[src/rtl/core/nlp_pkg.sv]
`timescale 1ns / 1ps

package nlp_pkg;

    localparam int LEN_W          = 5;
    localparam int POS_W          = 4;
    localparam int DATA_W         = 16;
    localparam int ADDR_W         = 3;
    localparam int APB_DATA_W     = 32;
    localparam int DEF_MAX_LEN    = 16;
    localparam int DEF_VALUE_BITS = 16;

    // Register index, taken from paddr above the byte offset.
    localparam logic [ADDR_W-3:0] REG_PERM_LENGTH = '0;

    typedef enum logic [3:0] {
        ST_IDLE,
        ST_SCAN1,
        ST_SCAN2_INIT,
        ST_SCAN2,
        ST_SWAP_P,
        ST_SWAP_Q,
        ST_REV_RD_I,
        ST_REV_RD_J,
        ST_REV_WR_I,
        ST_REV_WR_J,
        ST_EMIT_RD,
        ST_EMIT_LD,
        ST_EMIT_WAIT,
        ST_DONE_WAIT
    } ctrl_state_t;

    typedef enum logic [3:0] {
        DP_NOP,
        DP_LOAD,
        DP_SCAN_INIT,
        DP_STEP1,
        DP_STEP2,
        DP_WR_P,
        DP_WR_Q,
        DP_RD_I,
        DP_RD_J,
        DP_WR_I,
        DP_WR_J,
        DP_EMIT_INIT,
        DP_EMIT_RD,
        DP_EMIT_LD,
        DP_DONE
    } dp_op_t;

    typedef struct packed {
        logic len_le1;
        logic s1_found;
        logic s1_exhaust;
        logic s2_found;
        logic rev_more;
        logic out_last_taken;
        logic out_more_taken;
    } dp_status_t;

endpackage

[src/rtl/core/next_lexicographic_permutation.sv]
`timescale 1ns / 1ps
// Next lexicographic permutation engine.
// Input channel (s_*): a request with s_req_type 0 writes s_elem_value at
// s_elem_index (ignored at or beyond perm_length) and gives no result; a
// request with s_req_type 1 steps the stored sequence to its next permutation.
// Result channel (m_*): one result per element in position order, m_last on
// the final one; with no successor (or length 0 or 1) a single result with
// m_no_next and m_last set and the store left as it was.
// perm_length is written over the APB port at address 0; the user must write
// it only while the block idles, as the block itself does not enforce it.
// A step runs on an element memory with one read and one write port: after
// the accepting cycle, two right-to-left scans, two swap writes, the tail
// reversal (read i, read j, write i, write j per pair), a start of the
// read-out, then a read and a load per result. A request with no successor
// sets up its single result in the accepting cycle for length 0 or 1, else
// once the first scan finds no ascent.
// s_ready is high only between requests; the result register holds while
// m_ready is low and the sequencer waits on it.
// Reset clears perm_length and the control state; the element memory is not
// cleared and must be loaded before it is stepped.

module next_lexicographic_permutation #(
    parameter int MAX_LEN    = nlp_pkg::DEF_MAX_LEN,
    parameter int VALUE_BITS = nlp_pkg::DEF_VALUE_BITS
) (
    input  logic                            aclk,
    input  logic                            aresetn,
    input  logic                            psel,
    input  logic                            penable,
    input  logic                            pwrite,
    input  logic [nlp_pkg::ADDR_W-1:0]      paddr,
    input  logic [nlp_pkg::APB_DATA_W-1:0]  pwdata,
    output logic [nlp_pkg::APB_DATA_W-1:0]  prdata,
    output logic                            pready,
    input  logic                            s_valid,
    output logic                            s_ready,
    input  logic                            s_req_type,
    input  logic [nlp_pkg::POS_W-1:0]       s_elem_index,
    input  logic [nlp_pkg::DATA_W-1:0]      s_elem_value,
    output logic                            m_valid,
    input  logic                            m_ready,
    output logic [nlp_pkg::POS_W-1:0]       m_out_position,
    output logic [nlp_pkg::DATA_W-1:0]      m_out_value,
    output logic                            m_last,
    output logic                            m_no_next
);

    logic [nlp_pkg::LEN_W-1:0] perm_length_reg;
    logic                      reg_hit;
    nlp_pkg::dp_op_t           op;
    nlp_pkg::dp_status_t       status;

    assign pready  = 1'b1;
    assign reg_hit = (paddr[nlp_pkg::ADDR_W-1:2] == nlp_pkg::REG_PERM_LENGTH);

    always_ff @(posedge aclk) begin
        if (!aresetn) begin
            perm_length_reg <= '0;
        end else if (psel && penable && pwrite && reg_hit) begin
            perm_length_reg <= pwdata[nlp_pkg::LEN_W-1:0];
        end
    end

    always_comb begin
        prdata = '0;
        if (reg_hit) begin
            prdata = nlp_pkg::APB_DATA_W'(perm_length_reg);
        end
    end

    nlp_ctrl u_ctrl (
        .aclk       (aclk),
        .aresetn    (aresetn),
        .s_valid    (s_valid),
        .s_req_type (s_req_type),
        .status     (status),
        .op         (op),
        .s_ready    (s_ready)
    );

    nlp_datapath #(
        .MAX_LEN    (MAX_LEN),
        .VALUE_BITS (VALUE_BITS)
    ) u_datapath (
        .aclk           (aclk),
        .aresetn        (aresetn),
        .op             (op),
        .perm_length    (perm_length_reg),
        .s_elem_index   (s_elem_index),
        .s_elem_value   (s_elem_value),
        .m_ready        (m_ready),
        .status         (status),
        .m_valid        (m_valid),
        .m_out_position (m_out_position),
        .m_out_value    (m_out_value),
        .m_last         (m_last),
        .m_no_next      (m_no_next)
    );

endmodule

[src/rtl/core/nlp_ctrl.sv]
`timescale 1ns / 1ps

module nlp_ctrl (
    input  logic                   aclk,
    input  logic                   aresetn,
    input  logic                   s_valid,
    input  logic                   s_req_type,
    input  nlp_pkg::dp_status_t    status,
    output nlp_pkg::dp_op_t        op,
    output logic                   s_ready
);

    nlp_pkg::ctrl_state_t state_reg;
    nlp_pkg::ctrl_state_t state_next;

    always_ff @(posedge aclk) begin
        if (!aresetn) begin
            state_reg <= nlp_pkg::ST_IDLE;
        end else begin
            state_reg <= state_next;
        end
    end

    always_comb begin
        state_next = state_reg;
        op         = nlp_pkg::DP_NOP;
        s_ready    = 1'b0;
        case (state_reg)
            nlp_pkg::ST_IDLE: begin
                s_ready = 1'b1;
                if (s_valid) begin
                    if (!s_req_type) begin
                        op = nlp_pkg::DP_LOAD;
                    end else if (status.len_le1) begin
                        op         = nlp_pkg::DP_DONE;
                        state_next = nlp_pkg::ST_DONE_WAIT;
                    end else begin
                        op         = nlp_pkg::DP_SCAN_INIT;
                        state_next = nlp_pkg::ST_SCAN1;
                    end
                end
            end
            nlp_pkg::ST_SCAN1: begin
                if (status.s1_exhaust) begin
                    op         = nlp_pkg::DP_DONE;
                    state_next = nlp_pkg::ST_DONE_WAIT;
                end else begin
                    op = nlp_pkg::DP_STEP1;
                    if (status.s1_found) begin
                        state_next = nlp_pkg::ST_SCAN2_INIT;
                    end
                end
            end
            nlp_pkg::ST_SCAN2_INIT: begin
                op         = nlp_pkg::DP_SCAN_INIT;
                state_next = nlp_pkg::ST_SCAN2;
            end
            nlp_pkg::ST_SCAN2: begin
                op = nlp_pkg::DP_STEP2;
                if (status.s2_found) begin
                    state_next = nlp_pkg::ST_SWAP_P;
                end
            end
            nlp_pkg::ST_SWAP_P: begin
                op         = nlp_pkg::DP_WR_P;
                state_next = nlp_pkg::ST_SWAP_Q;
            end
            nlp_pkg::ST_SWAP_Q: begin
                op         = nlp_pkg::DP_WR_Q;
                state_next = nlp_pkg::ST_REV_RD_I;
            end
            nlp_pkg::ST_REV_RD_I: begin
                // read the next pair while one remains; tail fully reversed: start emitting from position zero
                if (status.rev_more) begin
                    op         = nlp_pkg::DP_RD_I;
                    state_next = nlp_pkg::ST_REV_RD_J;
                end else begin
                    op         = nlp_pkg::DP_EMIT_INIT;
                    state_next = nlp_pkg::ST_EMIT_RD;
                end
            end
            nlp_pkg::ST_REV_RD_J: begin
                op         = nlp_pkg::DP_RD_J;
                state_next = nlp_pkg::ST_REV_WR_I;
            end
            nlp_pkg::ST_REV_WR_I: begin
                op         = nlp_pkg::DP_WR_I;
                state_next = nlp_pkg::ST_REV_WR_J;
            end
            nlp_pkg::ST_REV_WR_J: begin
                op         = nlp_pkg::DP_WR_J;
                state_next = nlp_pkg::ST_REV_RD_I;
            end
            nlp_pkg::ST_EMIT_RD: begin
                op         = nlp_pkg::DP_EMIT_RD;
                state_next = nlp_pkg::ST_EMIT_LD;
            end
            nlp_pkg::ST_EMIT_LD: begin
                op         = nlp_pkg::DP_EMIT_LD;
                state_next = nlp_pkg::ST_EMIT_WAIT;
            end
            nlp_pkg::ST_EMIT_WAIT: begin
                // keep reading the next element while the result is held
                op = nlp_pkg::DP_EMIT_RD;
                if (status.out_last_taken) begin
                    state_next = nlp_pkg::ST_IDLE;
                end else if (status.out_more_taken) begin
                    state_next = nlp_pkg::ST_EMIT_LD;
                end
            end
            nlp_pkg::ST_DONE_WAIT: begin
                if (status.out_last_taken) begin
                    state_next = nlp_pkg::ST_IDLE;
                end
            end
            default: begin
                state_next = nlp_pkg::ST_IDLE;
            end
        endcase
    end

endmodule

[src/rtl/core/nlp_datapath.sv]
`timescale 1ns / 1ps

module nlp_datapath #(
    parameter int MAX_LEN    = nlp_pkg::DEF_MAX_LEN,
    parameter int VALUE_BITS = nlp_pkg::DEF_VALUE_BITS
) (
    input  logic                        aclk,
    input  logic                        aresetn,
    input  nlp_pkg::dp_op_t             op,
    input  logic [nlp_pkg::LEN_W-1:0]   perm_length,
    input  logic [nlp_pkg::POS_W-1:0]   s_elem_index,
    input  logic [nlp_pkg::DATA_W-1:0]  s_elem_value,
    input  logic                        m_ready,
    output nlp_pkg::dp_status_t         status,
    output logic                        m_valid,
    output logic [nlp_pkg::POS_W-1:0]   m_out_position,
    output logic [nlp_pkg::DATA_W-1:0]  m_out_value,
    output logic                        m_last,
    output logic                        m_no_next
);

    localparam int AW = $clog2(MAX_LEN);
    localparam int IW = nlp_pkg::LEN_W;

    logic [VALUE_BITS-1:0] mem [MAX_LEN];

    logic [IW-1:0]         eff_len;
    logic [IW-1:0]         last_idx;

    logic [AW-1:0]         rd_addr;
    logic [AW-1:0]         wr_addr;
    logic [VALUE_BITS-1:0] wr_data;
    logic                  wr_en;

    logic [VALUE_BITS-1:0] rd_data_reg;
    logic [VALUE_BITS-1:0] prev_reg, prev_next;
    logic [VALUE_BITS-1:0] pv_reg, pv_next;
    logic [VALUE_BITS-1:0] qv_reg, qv_next;
    logic [VALUE_BITS-1:0] vi_reg, vi_next;
    logic [IW-1:0]         ridx_reg, ridx_next;
    logic [IW-1:0]         didx_reg, didx_next;
    logic [IW-1:0]         p_reg, p_next;
    logic [IW-1:0]         q_reg, q_next;
    logic [IW-1:0]         i_reg, i_next;
    logic [IW-1:0]         j_reg, j_next;
    logic [1:0]            fill_reg, fill_next;

    logic                        m_valid_reg, m_valid_next;
    logic [nlp_pkg::POS_W-1:0]   m_pos_reg, m_pos_next;
    logic [nlp_pkg::DATA_W-1:0]  m_val_reg, m_val_next;
    logic                        m_last_reg, m_last_next;
    logic                        m_done_reg, m_done_next;

    logic                  out_fire;
    logic                  s1_cmp;
    logic                  ascent;

    // length in use saturates at the store depth
    always_comb begin
        if (int'(perm_length) > MAX_LEN) begin
            eff_len = IW'(MAX_LEN);
        end else begin
            eff_len = perm_length;
        end
        last_idx = IW'(eff_len - 1'b1);
    end

    assign out_fire = m_valid_reg && m_ready;
    assign s1_cmp   = (fill_reg == 2'd2);
    assign ascent   = (rd_data_reg < prev_reg);

    always_comb begin
        status.len_le1        = (eff_len <= IW'(1));
        status.s1_found       = s1_cmp && ascent;
        status.s1_exhaust     = s1_cmp && !ascent && (didx_reg == '0);
        status.s2_found       = (fill_reg != 2'd0) && (rd_data_reg > pv_reg);
        status.rev_more       = (i_reg < j_reg);
        status.out_last_taken = out_fire && m_last_reg;
        status.out_more_taken = out_fire && !m_last_reg;
    end

    always_comb begin
        prev_next    = prev_reg;
        pv_next      = pv_reg;
        qv_next      = qv_reg;
        vi_next      = vi_reg;
        ridx_next    = ridx_reg;
        didx_next    = didx_reg;
        p_next       = p_reg;
        q_next       = q_reg;
        i_next       = i_reg;
        j_next       = j_reg;
        fill_next    = fill_reg;
        m_pos_next   = m_pos_reg;
        m_val_next   = m_val_reg;
        m_last_next  = m_last_reg;
        m_done_next  = m_done_reg;
        m_valid_next = m_valid_reg;
        rd_addr      = AW'(ridx_reg);
        wr_en        = 1'b0;
        wr_addr      = AW'(ridx_reg);
        wr_data      = rd_data_reg;

        if (out_fire) begin
            m_valid_next = 1'b0;
        end

        case (op)
            nlp_pkg::DP_LOAD: begin
                // drop loads at or beyond the length in use
                wr_en   = (IW'(s_elem_index) < eff_len);
                wr_addr = AW'(s_elem_index);
                wr_data = VALUE_BITS'(s_elem_value);
            end
            nlp_pkg::DP_SCAN_INIT: begin
                ridx_next = last_idx;
                fill_next = 2'd0;
            end
            nlp_pkg::DP_STEP1: begin
                ridx_next = ridx_reg - 1'b1;
                didx_next = ridx_reg;
                prev_next = rd_data_reg;
                fill_next = s1_cmp ? fill_reg : fill_reg + 1'b1;
                p_next    = didx_reg;
                pv_next   = rd_data_reg;
            end
            nlp_pkg::DP_STEP2: begin
                ridx_next = ridx_reg - 1'b1;
                didx_next = ridx_reg;
                fill_next = s1_cmp ? fill_reg : fill_reg + 1'b1;
                q_next    = didx_reg;
                qv_next   = rd_data_reg;
            end
            nlp_pkg::DP_WR_P: begin
                wr_en   = 1'b1;
                wr_addr = AW'(p_reg);
                wr_data = qv_reg;
            end
            nlp_pkg::DP_WR_Q: begin
                wr_en   = 1'b1;
                wr_addr = AW'(q_reg);
                wr_data = pv_reg;
                i_next  = p_reg + 1'b1;
                j_next  = last_idx;
            end
            nlp_pkg::DP_RD_I: begin
                rd_addr = AW'(i_reg);
            end
            nlp_pkg::DP_RD_J: begin
                rd_addr = AW'(j_reg);
                vi_next = rd_data_reg;
            end
            nlp_pkg::DP_WR_I: begin
                wr_en   = 1'b1;
                wr_addr = AW'(i_reg);
                wr_data = rd_data_reg;
            end
            nlp_pkg::DP_WR_J: begin
                wr_en   = 1'b1;
                wr_addr = AW'(j_reg);
                wr_data = vi_reg;
                i_next  = i_reg + 1'b1;
                j_next  = j_reg - 1'b1;
            end
            nlp_pkg::DP_EMIT_INIT: begin
                ridx_next = '0;
            end
            nlp_pkg::DP_EMIT_RD: begin
                rd_addr = AW'(ridx_reg);
            end
            nlp_pkg::DP_EMIT_LD: begin
                m_valid_next = 1'b1;
                m_pos_next   = nlp_pkg::POS_W'(ridx_reg);
                m_val_next   = nlp_pkg::DATA_W'(rd_data_reg);
                m_last_next  = (ridx_reg == last_idx);
                m_done_next  = 1'b0;
                ridx_next    = ridx_reg + 1'b1;
            end
            nlp_pkg::DP_DONE: begin
                m_valid_next = 1'b1;
                m_pos_next   = '0;
                m_val_next   = '0;
                m_last_next  = 1'b1;
                m_done_next  = 1'b1;
            end
            default: begin
            end
        endcase
    end

    always_ff @(posedge aclk) begin
        if (wr_en) begin
            mem[wr_addr] <= wr_data;
        end
        rd_data_reg <= mem[rd_addr];
    end

    always_ff @(posedge aclk) begin
        if (!aresetn) begin
            m_valid_reg <= 1'b0;
            fill_reg    <= 2'd0;
        end else begin
            m_valid_reg <= m_valid_next;
            fill_reg    <= fill_next;
        end
    end

    always_ff @(posedge aclk) begin
        prev_reg   <= prev_next;
        pv_reg     <= pv_next;
        qv_reg     <= qv_next;
        vi_reg     <= vi_next;
        ridx_reg   <= ridx_next;
        didx_reg   <= didx_next;
        p_reg      <= p_next;
        q_reg      <= q_next;
        i_reg      <= i_next;
        j_reg      <= j_next;
        m_pos_reg  <= m_pos_next;
        m_val_reg  <= m_val_next;
        m_last_reg <= m_last_next;
        m_done_reg <= m_done_next;
    end

    assign m_valid        = m_valid_reg;
    assign m_out_position = m_pos_reg;
    assign m_out_value    = m_val_reg;
    assign m_last         = m_last_reg;
    assign m_no_next      = m_done_reg;

endmodule

[config.mk]
export PLATFORM = sky130hd
export DESIGN_NAME = next_lexicographic_permutation
export DESIGN_NICKNAME = d
export VERILOG_FILES = /design/src/rtl/core/nlp_pkg.sv /design/src/rtl/core/next_lexicographic_permutation.sv /design/src/rtl/core/nlp_ctrl.sv /design/src/rtl/core/nlp_datapath.sv
export SDC_FILE = /design/constraint.sdc
export NUM_CORES = 1
export LEC_CHECK = 0
export BUFFER_PORTS_ARGS = -buffer_cell sky130_fd_sc_hd__buf_2
export CORE_MARGIN = 4
export CORE_UTILIZATION = 50
export DETAILED_ROUTE_END_ITERATION = 10
export PLACE_DENSITY_LB_ADDON = 0.2
export RECOVER_POWER = 50
export SYNTH_ARGS = -nofsm -noshare
export SYNTH_HDL_FRONTEND = slang
export SYNTH_SLANG_ARGS = --single-unit
[constraint.sdc]
create_clock -name aclk -period 6.08 [get_ports aclk]
set_clock_uncertainty 0.05 [all_clocks]
set_input_delay 1.216 -clock aclk [delete_from_list [all_inputs] [get_ports aclk]]
set_output_delay 1.216 -clock aclk [all_outputs]
set_load 0.005 [all_outputs]
==> impl_results.md <==
- Yosys cell types: slightly below 60
- Vias/cell: between 5 and 6
- Die X-Extent: 189.2 um
- Post-Syn Area per Cell: roughly 15 um2
- Tot Pwr: slightly below 0.009 W
- Critical Path AT: 4480 ps
- Largest net degree at the start of global routing: 129
- Clock root buffer: clkbuf_16
- Share of cells above drive strength 1: 0.1144
- Antenna viol nets, final: 0
- WL final: approximately 35000 um
- # rows: 66
- # diodes: 0
- Core ar.: 32450 um2
- Status: finished, violations left
- CTS buffer count: 40
- RSZ-0062 raised after global routing: no
- Via count: just over 9000
- Most flops, register: u_datapath.mem
- Die area: 35810 um2
- Async set-reset flop share out of synthesis: 0
- Yosys warns: 0
- Drt pass-1 iters: 5
- Most used DFF post-synth: edfxtp_1
- Failing checks: capacitance limit, slew limit
- Post-route minimum period: around 4500 ps
- EDFF count, synth: 355
- First-pass GRT wire length: 52540 um
- Maxcap violations: 1
- VDD IR max: 0.2129 mV
- Comb power frac: 0.272
- PostCTS Resize Cnt: 0
- Register area share after synthesis: 0.6832
- Period utilization: 0.7450
- TritonCTS clock tree: yes
- Seq pwr share: 0.461
- Hold Path Class: flip-flop to flip-flop
- DRT iter0 DRCs: 682
- Synth Cell Area: 16420 um2
- Clock slew at reported path FFs: 60 ps
- Max FFs per register: 256
- Setup TNS: 0 ps
- Synthesized flop and latch total: 383
- Final slew viol count: 30
- HPWL after DPL: 22020 um
- Drc violations: 0
- H-tree depth: 2
- Overall Global Routing Usage: 0.1894
- # port buffers: 62
- Int Power: 0.006019 W
- Vias in the first global route: 9008
- Worst skew pair latency: 520 ps
- Tightest Pin Transition: between 1500 and 2000 ps
- Leakage power: 6.779 nW
- Initial antenna violation count: 0
- Gr ovfl total: 0
- Critical-path cell list: nand2b_1 -> or3_1 -> nor3_1 -> a41oi_1 -> clkbuf_1 -> nand2_1
- Starting Density: 0.5061
- CTS Hold Bufs: 0
- Sw Ratio: 0.3192
- Clock power share: 0.267
- CP Capture Type: flip-flop
- Critical-path top delay cell: nand2_1
- Type of origin of the critical path: flip-flop
- CP max FO: 23
- Hold Violations, Final: 0
- Final GP Congestion: 0.8722
- Post-Syn Instances: 1095
- IO Count: 120
- Slew HR: -0.1669
- Critical path's largest stage delay: roughly 940 ps
- FMAX: about 220 MHz
- Routed len/inst: about 21 um
- Area grow syn2layout: 11.72%
- Fin nets: about 1300
- Clk buf depth: 3
- Clock Sinks: ~380
- Total setup buffers inserted after CTS: 0
- Die Y: around 190 um
- Final setup viols: 0
- Kind of critical path: flip-flop to flip-flop
- P_sw: 0.002822 W
- WP data required: 6030 ps
- Pwr dens: 481.8 nW/um2
-- power by group through the flow --
stage               combinational [W]  clock [W]  sequential (W)
floorplan                     0.00174          0         0.00399
global placement              0.00238          0         0.00412
detailed placement            0.00243          0         0.00413
CTS                           0.00244    0.00241         0.00408
global route                  0.00264    0.00253         0.00412
finish                        0.00240    0.00236         0.00407
-- cell usage after synthesis (all sizes together) (16+ instances only) --
cell type  instances  area share
ha                33       0.025
o22ai             34       0.013
nor2b             18      0.0070
nor2              40      0.0091
and2              19      0.0072
o221ai            18       0.010
edfxtp           355        0.65
inv               38      0.0087
dfxtp             28       0.034
or3               20      0.0076
o22a              16      0.0085
nor3              27      0.0082
buf               52       0.023
clkbuf            29      0.0066
a221o             38       0.023
nand3             17      0.0055
a21oi             19      0.0058
nand2             41      0.0094
mux2i            143       0.087
-- per-stage QoR --
step,hold WS [ps],worst slack (ps),cells,util,instance area [um2]
finish,413.5,1550,1640,0.5654,18350
floorplan,366.6,2613,1121,-,16520
CTS,412.5,1786,1640,0.5667,18390
global route,428.9,1123,1640,0.5654,18350
global placement,382.2,1868,1566,0.5269,17100
detailed placement,394.0,1844,1566,0.5269,17100
-- logic make-up (layout without fill, tap and decap cells) --
group,Yosys count,in the layout,synth area share
buffers and inverters,119,196,0.03816
AND/OR/NAND/NOR,210,210,0.06574
other,2,28,0.0004572
XOR/XNOR,16,16,0.008532
adder cells (fa/ha/maj),34,34,0.02636
flip-flops,383,383,0.6832
AO/OA/AOI/OAI,187,187,0.08974
multiplexers,144,144,0.08783
-- layer usage --
metal	vias up	global-route usage	routed length (um)
met3	54	0.02655	1751
met2	255	0.3170	16770
li1	4349	-	-
met1	4620	0.2627	15200
met4	0	0.05287	827
met5	-	0	0
-- final timing paths --
kind              slack [ps]                        startpoint  cells past startpoint                                        to
hold reg to reg          410  u_datapath.didx_reg[4]$_DFFE_PP_                      0             u_datapath.p_reg[4]$_DFFE_PP_
hold / removal           410  u_datapath.didx_reg[4]$_DFFE_PP_                      0             u_datapath.p_reg[4]$_DFFE_PP_
setup / recovery        1550  u_ctrl.state_reg[1]$_SDFFE_PN0P_                      6  u_datapath.m_out_value[14]$_SDFFCE_PP0P_
setup reg to reg        1550  u_ctrl.state_reg[1]$_SDFFE_PN0P_                      6  u_datapath.m_out_value[14]$_SDFFCE_PP0P_
-- critical path: cells and delay by family (launching register included) --
family	cells	cell delay [ps]
buffers and inverters	1	760
DFF	1	800
and+or+nand+nor	4	2190
AOI/OAI and AO/OA	1	170
-- layout make-up --
class	count	area, um2
repair buffers	84	457.9
clock buffers	61	1191
well taps	442	553.0
multi-input cells	619	4683
clock inverters	13	101.3
fillers	2568	14100
flip-flops and latches	383	11220
inverters	38	142.6
-- cells in the final DEF, fill, tap and decap left out, types with 4 or more instances in the layout --
master       n
inv_1       37
o221ai_1    16
o22ai_1     34
clkinv_2     5
nand2_1     41
o211ai_1    13
o21a_1       4
nor2b_1     18
o21ai_0     12
a21o_1       8
and2_1       9
a221o_1     38
nand2b_1    11
nor3_1      26
buf_4       18
nor4_1       5
nor2_1      40
nand3_1     17
xnor2_1      9
o22a_1      16
and2_0      10
mux2i_1    143
edfxtp_1   355
clkbuf_1    29
dfxtp_1     28
or3_1       20
clkbuf_8     9
conb_1      28
clkbuf_16   41
ha_1        33
buf_2       44
xor2_1       7
a21oi_1     19
No activity file was read; power rests on OpenSTA's default activity.
